<file path="src/rtl/mie_pkg.sv">
package mie_pkg;

  localparam int WIDTH = 32;
  localparam int CNT_W = $clog2(WIDTH + 1);

  typedef struct packed {
    logic [WIDTH-1:0] modulus;
    logic [WIDTH-1:0] value;
  } in_item_t;

  typedef struct packed {
    logic [WIDTH-1:0] gcd_out;
    logic             has_inverse;
    logic [WIDTH-1:0] inverse;
  } out_item_t;

  typedef enum logic [2:0] {
    ST_IDLE,
    ST_CHECK,
    ST_DIV,
    ST_MUL,
    ST_UPD,
    ST_DONE
  } state_t;

  // Controller to datapath commands.
  typedef struct packed {
    logic load;
    logic div_start;
    logic div_step;
    logic mul_start;
    logic mul_step;
    logic update;
  } dp_cmd_t;

  // Datapath to controller status.
  typedef struct packed {
    logic r1_zero;
    logic div_last;
    logic mul_last;
  } dp_sts_t;

endpackage

</file>
<file path="src/rtl/mie_datapath.sv">
module mie_datapath (
  input  logic                clk,
  input  mie_pkg::in_item_t   in_item,
  input  mie_pkg::dp_cmd_t    cmd,
  output mie_pkg::dp_sts_t    sts,
  output mie_pkg::out_item_t  result
);
  import mie_pkg::*;

  logic [WIDTH-1:0] m_r, m_nxt;
  logic             track_r, track_nxt;
  logic [WIDTH-1:0] r0_r, r0_nxt, r1_r, r1_nxt;
  logic [WIDTH-1:0] t0_r, t0_nxt, t1_r, t1_nxt;
  // Restoring divider state: quotient shifts in, remainder builds up.
  logic [WIDTH-1:0] q_r, q_nxt;
  logic [WIDTH-1:0] rem_r, rem_nxt;
  logic [CNT_W-1:0] cnt_r, cnt_nxt;
  // Shift-and-add modular multiplier state.
  logic [WIDTH-1:0] ma_r, ma_nxt, mb_r, mb_nxt, acc_r, acc_nxt;

  logic [WIDTH:0]   rem_sh;
  logic [WIDTH:0]   rem_diff;
  logic [WIDTH-1:0] acc_add, ma_dbl, t_new;

  // Modular add of a and b, both below m.
  function automatic logic [WIDTH-1:0] add_mod(input logic [WIDTH-1:0] a,
                                               input logic [WIDTH-1:0] b,
                                               input logic [WIDTH-1:0] m);
    logic [WIDTH-1:0] room;
    room = m - b;
    return (a >= room) ? (a - room) : (a + b);
  endfunction

  always_comb begin
    rem_sh   = {rem_r, q_r[WIDTH-1]};
    rem_diff = rem_sh - {1'b0, r1_r};
    acc_add  = add_mod(acc_r, ma_r, m_r);
    ma_dbl   = add_mod(ma_r, ma_r, m_r);
    t_new    = (t0_r >= acc_r) ? (t0_r - acc_r) : (t0_r + (m_r - acc_r));
  end

  always_comb begin
    m_nxt = m_r; track_nxt = track_r;
    r0_nxt = r0_r; r1_nxt = r1_r; t0_nxt = t0_r; t1_nxt = t1_r;
    q_nxt = q_r; rem_nxt = rem_r; cnt_nxt = cnt_r;
    ma_nxt = ma_r; mb_nxt = mb_r; acc_nxt = acc_r;
    if (cmd.load) begin
      m_nxt     = in_item.modulus;
      track_nxt = (in_item.modulus != '0);
      r0_nxt    = in_item.modulus;
      r1_nxt    = in_item.value;
      t0_nxt    = '0;
      t1_nxt    = (in_item.modulus > WIDTH'(1)) ? WIDTH'(1) : '0;
    end
    if (cmd.div_start) begin
      q_nxt   = r0_r;
      rem_nxt = '0;
      cnt_nxt = CNT_W'(WIDTH);
    end
    // One quotient bit per cycle.
    if (cmd.div_step) begin
      if (!rem_diff[WIDTH]) begin
        rem_nxt = rem_diff[WIDTH-1:0];
        q_nxt   = {q_r[WIDTH-2:0], 1'b1};
      end else begin
        rem_nxt = rem_sh[WIDTH-1:0];
        q_nxt   = {q_r[WIDTH-2:0], 1'b0};
      end
      cnt_nxt = cnt_r - CNT_W'(1);
    end
    // Multiplier takes t1 as the doubled operand and q as the scanned bits;
    // t1 < m, so doubling keeps it reduced and q need not be folded first.
    if (cmd.mul_start) begin
      ma_nxt  = t1_r;
      mb_nxt  = q_r;
      acc_nxt = '0;
    end
    if (cmd.mul_step) begin
      if (mb_r[0]) acc_nxt = acc_add;
      ma_nxt = ma_dbl;
      mb_nxt = mb_r >> 1;
    end
    if (cmd.update) begin
      if (track_r) begin
        t0_nxt = t1_r;
        t1_nxt = t_new;
      end
      r0_nxt = r1_r;
      r1_nxt = rem_r;
    end
  end

  always_ff @(posedge clk) begin
    m_r <= m_nxt; track_r <= track_nxt;
    r0_r <= r0_nxt; r1_r <= r1_nxt; t0_r <= t0_nxt; t1_r <= t1_nxt;
    q_r <= q_nxt; rem_r <= rem_nxt; cnt_r <= cnt_nxt;
    ma_r <= ma_nxt; mb_r <= mb_nxt; acc_r <= acc_nxt;
  end

  assign sts.r1_zero  = (r1_r == '0);
  assign sts.div_last = (cnt_r == CNT_W'(1));
  assign sts.mul_last = (mb_r == '0);

  assign result.gcd_out     = r0_r;
  assign result.has_inverse = track_r && (r0_r == WIDTH'(1));
  assign result.inverse     = (track_r && (r0_r == WIDTH'(1))) ? t0_r : '0;

endmodule

</file>
<file path="src/rtl/mie_ctrl.sv">
module mie_ctrl (
  input  logic              clk,
  input  logic              rst_n,
  input  logic              in_valid,
  output logic              in_ready,
  output logic              out_valid,
  input  logic              out_ready,
  output logic              capture,
  output mie_pkg::dp_cmd_t  cmd,
  input  mie_pkg::dp_sts_t  sts
);
  import mie_pkg::*;

  state_t state_r, state_nxt;
  logic   ovalid_r, ovalid_nxt;

  always_ff @(posedge clk) begin
    if (!rst_n) begin
      state_r  <= ST_IDLE;
      ovalid_r <= 1'b0;
    end else begin
      state_r  <= state_nxt;
      ovalid_r <= ovalid_nxt;
    end
  end

  // Next state and datapath commands.
  always_comb begin
    state_nxt = state_r;
    cmd       = '0;
    capture   = 1'b0;
    in_ready  = (state_r == ST_IDLE);
    ovalid_nxt = ovalid_r;
    if (ovalid_r && out_ready) ovalid_nxt = 1'b0;
    case (state_r)
      ST_IDLE: begin
        if (in_valid) begin
          cmd.load  = 1'b1;
          state_nxt = ST_CHECK;
        end
      end
      ST_CHECK: begin
        if (sts.r1_zero) begin
          state_nxt = ST_DONE;
        end else begin
          cmd.div_start = 1'b1;
          state_nxt     = ST_DIV;
        end
      end
      ST_DIV: begin
        cmd.div_step = 1'b1;
        if (sts.div_last) begin
          state_nxt = ST_MUL;
        end
      end
      ST_MUL: begin
        // This state loads the multiplier from the finished quotient.
        cmd.mul_start = 1'b1;
        state_nxt     = ST_UPD;
      end
      ST_UPD: begin
        if (sts.mul_last) begin
          cmd.update = 1'b1;
          state_nxt  = ST_CHECK;
        end else begin
          cmd.mul_step = 1'b1;
        end
      end
      ST_DONE: begin
        // Hand the result to the output register once it is free.
        if (!ovalid_nxt) begin
          capture    = 1'b1;
          ovalid_nxt = 1'b1;
          state_nxt  = ST_IDLE;
        end
      end
      default: state_nxt = ST_IDLE;
    endcase
  end

  assign out_valid = ovalid_r;

endmodule

</file>
<file path="src/rtl/modular_inverse_ext_euclid.sv">
// Each Euclid step runs a bit-serial restoring division, then a bit-serial modular
// multiply and the update of the remainders and coefficients.
// Requests are handled one at a time: a new one is accepted only while idle.
// Reset: rst_n is synchronous, active low; clears the controller and out_valid.
module modular_inverse_ext_euclid (
  input  logic                clk,
  input  logic                rst_n,
  input  logic                in_valid,
  output logic                in_ready,
  input  mie_pkg::in_item_t   in_data,
  output logic                out_valid,
  input  logic                out_ready,
  output mie_pkg::out_item_t  out_data
);
  import mie_pkg::*;

  dp_cmd_t   cmd;
  dp_sts_t   sts;
  out_item_t result;
  out_item_t out_r;
  logic      capture;

  mie_ctrl u_ctrl (
    .clk(clk), .rst_n(rst_n), .in_valid(in_valid), .in_ready(in_ready),
    .out_valid(out_valid), .out_ready(out_ready), .capture(capture),
    .cmd(cmd), .sts(sts)
  );

  mie_datapath u_dp (
    .clk(clk), .in_item(in_data), .cmd(cmd), .sts(sts), .result(result)
  );

  // Output register holds the finished request until taken.
  always_ff @(posedge clk) begin
    if (capture) out_r <= result;
  end

  assign out_data = out_r;

endmodule
</file>
<file path="config.mk">
export PLATFORM = sky130hd
export DESIGN_NAME = modular_inverse_ext_euclid
export DESIGN_NICKNAME = d
export VERILOG_FILES = /design/src/rtl/mie_pkg.sv /design/src/rtl/mie_datapath.sv /design/src/rtl/mie_ctrl.sv /design/src/rtl/modular_inverse_ext_euclid.sv
export SDC_FILE = /design/constraint.sdc
export NUM_CORES = 1
export LEC_CHECK = 0
export BUFFER_PORTS_ARGS = -buffer_cell sky130_fd_sc_hd__buf_2
export CAP_MARGIN = 20
export CORE_MARGIN = 2
export CORE_UTILIZATION = 35
export DETAILED_ROUTE_END_ITERATION = 8
export HOLD_SLACK_MARGIN = 0.12
export PLACE_DENSITY = 0.48
export SLEW_MARGIN = 25
export SYNTH_ARGS = -nofsm -noshare
export SYNTH_HDL_FRONTEND = slang
export SYNTH_SLANG_ARGS = --single-unit
</file>
<file path="constraint.sdc">
create_clock -name clk -period 5.5 [get_ports clk]
set_clock_uncertainty 0.2 [all_clocks]
set_input_delay 1.65 -clock clk [delete_from_list [all_inputs] [get_ports clk]]
set_output_delay 1.65 -clock clk [all_outputs]
set_load 0.05 [all_outputs]
</file>
==> summary.json <==
{
  "synth_flop_cell": {"value": "edfxtp_1"},
  "design.final.nets": {"value": 3735},
  "gpl.final_weighted_congestion": {"value": 0.924},
  "cp.buffers_inverters": {"value": 5},
  "rows": {"value": 104},
  "worstHoldPathType": {"value": "reg2reg"},
  "finalSetupViolations": {"value": 0},
  "final.fill_count": {"value": 7996},
  "fp.dieW": {"value": 289, "unit": "um"},
  "initial_core_util": {"value": 0.354},
  "syn_inst": {"value": 3081},
  "rsz_0062_raised_after_global_routing": {"value": "true"},
  "run_status": {"value": "completed"},
  "ys_seq_area_frac": {"value": 0.381},
  "worstPathRequired": {"value": 5.80, "unit": "ns"},
  "vias_per_cell": {"value": 5.46},
  "fp.coreArea": {"value": 80500, "unit": "sq um"},
  "dp.final_hpwl": {"value": 80500, "unit": "um"},
  "route.vias.total": {"value": 24700},
  "overflow": {"value": 0},
  "maxCapViolations": {"value": 0},
  "synth_area": {"value": 28500, "unit": "sq um"},
  "post_route_cells_drive_above_1_share": {"value": 0.197},
  "finalCritPeriodShare": {"value": 0.998},
  "clkLatencyLatePin": {"value": 0.62, "unit": "ns"},
  "finalNonFillerCells": {"value": 4512},
  "numPortBuffers": {"value": 134},
  "die-height": {"value": 289, "unit": "um"},
  "hold_violations": {"value": 0},
  "ios": {"value": 135},
  "tritoncts": {"value": "done"},
  "post_drt_wl_per_cell": {"value": 22.9, "unit": "um"},
  "wl": {"value": 103000, "unit": "um"},
  "power.ir.vdd_worst": {"value": 0.449, "unit": "mV"},
  "antenna_found_initial": {"value": 22},
  "ys_types": {"value": 89},
  "clock.fmax": {"value": 182, "unit": "MHz"},
  "setup_tns": {"value": 0, "unit": "ns"},
  "r2r_slack": {"value": 0.009, "unit": "ns"},
  "critical_path.endpoint_type": {"value": "flop"},
  "antenna_nets_post_route": {"value": 0},
  "maxSlewViolCount": {"value": 0},
  "post-place-cells": {"value": 4382},
  "synthesis.yosys.warnings": {"value": 0},
  "grt_pass1_vias": {"value": 24400},
  "worst_path_largest_cell_delay": {"value": 0.44, "unit": "ns"},
  "worst_path_max_delay_cell": {"value": "edfxtp_1"},
  "worst_pin_slew": {"value": 1.05, "unit": "ns"},
  "static-leakage-power": {"value": 14.7, "unit": "nW"},
  "grt_first_pass_wirelength": {"value": 152000, "unit": "um"},
  "clock_sinks": {"value": 396},
  "layout.core_utilization": {"value": 0.428},
  "worstSetupPathType": {"value": "reg2reg"},
  "postSynthNetCount": {"value": 3407},
  "critical_path_arrival": {"value": 5.79, "unit": "ns"},
  "drt_iter0_markers": {"value": 1661},
  "synth_area_per_cell": {"value": 9.26, "unit": "sq um"},
  "cts_max_path_buffers": {"value": 3},
  "start_kind": {"value": "flop"},
  "pre_cts_ws": {"value": -0.197, "unit": "ns"},
  "timing.hold.ws": {"value": 0.282, "unit": "ns"},
  "layout.cells.most_common_list": {"value": "nand2_1 (383), edfxtp_1 (295), inv_1 (286), buf_4 (223), ha_1 (215)"},
  "root_buffer": {"value": "clkbuf_16"},
  "drc_errors": {"value": 0},
  "drt_pass1_iterations": {"value": 5},
  "die_area": {"value": 83800, "unit": "sq um"},
  "area_growth_syn_to_layout": {"value": 20.9, "unit": "%"},
  "cts_buffers": {"value": 49},
  "synth_enable_flop_cells": {"value": 295},
  "setup_slack": {"value": 0.00905, "unit": "ns"},
  "global_route.usage.total": {"value": 0.242},
  "clk_transition_reported_paths": {"value": 0.06, "unit": "ns"},
  "crit_family": {"value": "compound AO/OA/AOI/OAI gates"},
  "final_period_minus_worst_setup_slack": {"value": 5.49, "unit": "ns"},
  "postSynth.asyncResetShare": {"value": 0},
  "path_max_fanout": {"value": 8},
  "maximum_number_of_pins_on_one_net_before_global_route_repair": {"value": 67},
  "cts-htree-levels": {"value": 2},
  "headroom_to_the_max_slew_limit": {"value": 0.288},
  "ys_seq_elements": {"value": 396},
  "power.density": {"value": 562, "unit": "nW/um^2"},
  "final_common_cell": {"value": "nand2_1"}
}
## worst paths after layout
path / from / endpoint / depth (start not counted)
worst min-delay path: u_dp.t1_r[9] / u_dp.t0_r[9] / 2
worst min register to register: u_dp.t1_r[9] / u_dp.t0_r[9] / 2
worst max-delay path: u_dp.m_r[10] / u_dp.acc_r[19] / 26
worst max register to register: u_dp.m_r[10] / u_dp.acc_r[19] / 26
## layer usage
| metal | up-vias | global-route usage | part of all wire |
|---|---|---|---|
| met5 | - | 0 | 0.0015 |
| li1 | 11800 | - | - |
| met4 | 22 | 0.0948 | 0.042 |
| met3 | 178 | 0.0324 | 0.043 |
| met2 | 602 | 0.430 | 0.50 |
| met1 | 12000 | 0.296 | 0.42 |
## worst reg2reg max path, delay by kind of cell, from the launching register on
| family | cells | cell delay [ns] |
|---|---|---|
| multiplexers | 1 | 0.18 |
| buffers and inverters | 5 | 0.71 |
| XOR/XNOR | 1 | 0.22 |
| AND/OR/NAND/NOR | 5 | 0.67 |
| adder cells (fa/ha/maj) | 2 | 0.50 |
| flip-flops | 1 | 0.44 |
| AO/OA/AOI/OAI | 12 | 2.45 |
## kinds of logic after synthesis
logic type,share of synthesized area
simple gates,0.154
compound gates,0.173
flops,0.381
mux,0.0517
xor+xnor,0.0601
buf+inv,0.0553
fa+ha+maj,0.124
## repair_timing
item                                   CTS  global route
setup endpoints to repair               62            64
buffers inserted                        13            24
pin swaps                               15            60
gates cloned                             3             1
endpoints found under the hold margin    0             0
hold buffers                             0             0
resized for setup                       32           132
## flip-flops by register name, summed over array words and instances, names as in the netlist
| register | count |
|---|---|
| u_dp.ma_r | 32 |
| out_data | 65 |
| u_dp.r1_r | 32 |
| u_dp.r0_r | 32 |
| u_dp.t0_r | 32 |
| u_dp.track_r | 1 |
| u_dp.mb_r | 32 |
| u_dp.rem_r | 32 |
| u_dp.cnt_r | 6 |
| u_dp.m_r | 32 |
| u_ctrl.out_valid | 1 |
| u_dp.q_r | 32 |
| u_dp.acc_r | 32 |
| u_ctrl.state_r | 3 |
| u_dp.t1_r | 32 |
## area by class of cell
| cell class | instances | area (sq um) | area share |
|---|---|---|---|
| clock inverter | 29 | 399 | 0.0116 |
| timing repair buffer | 380 | 2730 | 0.0791 |
| tap | 1060 | 1330 | 0.0385 |
| sequential | 396 | 10900 | 0.316 |
| clock buffer | 62 | 1290 | 0.0376 |
| multi-input combinational | 2291 | 16700 | 0.486 |
| inverter | 291 | 1090 | 0.0317 |
| antenna | 3 | 7.51 | 0.000218 |
## per-stage QoR
step	total power [mW]	area, sq um
floorplan	11.9	28500
global placement	15.3	31700
detailed placement	15.3	31700
CTS	19.1	33800
global route	20.7	34500
finish	19.4	34500
## power breakdown
part / switching, mW / total (mW) / internal [mW]
combinational: 6.56 / 11.5 / 4.97
clock: 1.42 / 3.44 / 2.02
sequential: 0.644 / 4.42 / 3.77
total: 8.63 / 19.4 / 10.8
## synthesized netlist by cell type, types with 22 or more instances
cell type / number / area share
a21o_1: 95 / 0.025
a21oi_1: 204 / 0.036
a31oi_1: 23 / 0.0050
and3_1: 24 / 0.0053
clkbuf_1: 76 / 0.010
dfxtp_1: 101 / 0.071
edfxtp_1: 295 / 0.31
fa_1: 37 / 0.026
ha_1: 221 / 0.097
inv_1: 290 / 0.038
mux2_2: 66 / 0.026
mux2i_1: 73 / 0.026
nand2_1: 390 / 0.051
nand2b_1: 25 / 0.0055
nand3_1: 84 / 0.015
nand4_1: 33 / 0.0072
nor2_1: 158 / 0.021
nor2b_1: 25 / 0.0055
nor3_1: 55 / 0.0097
nor4_1: 72 / 0.016
o21a_1: 32 / 0.0084
o21ai_0: 139 / 0.024
o21ai_1: 52 / 0.0091
o21bai_1: 22 / 0.0058
o31ai_1: 46 / 0.012
xnor2_1: 127 / 0.039
xor2_1: 66 / 0.020
No activity file was read; power rests on OpenSTA's default activity.
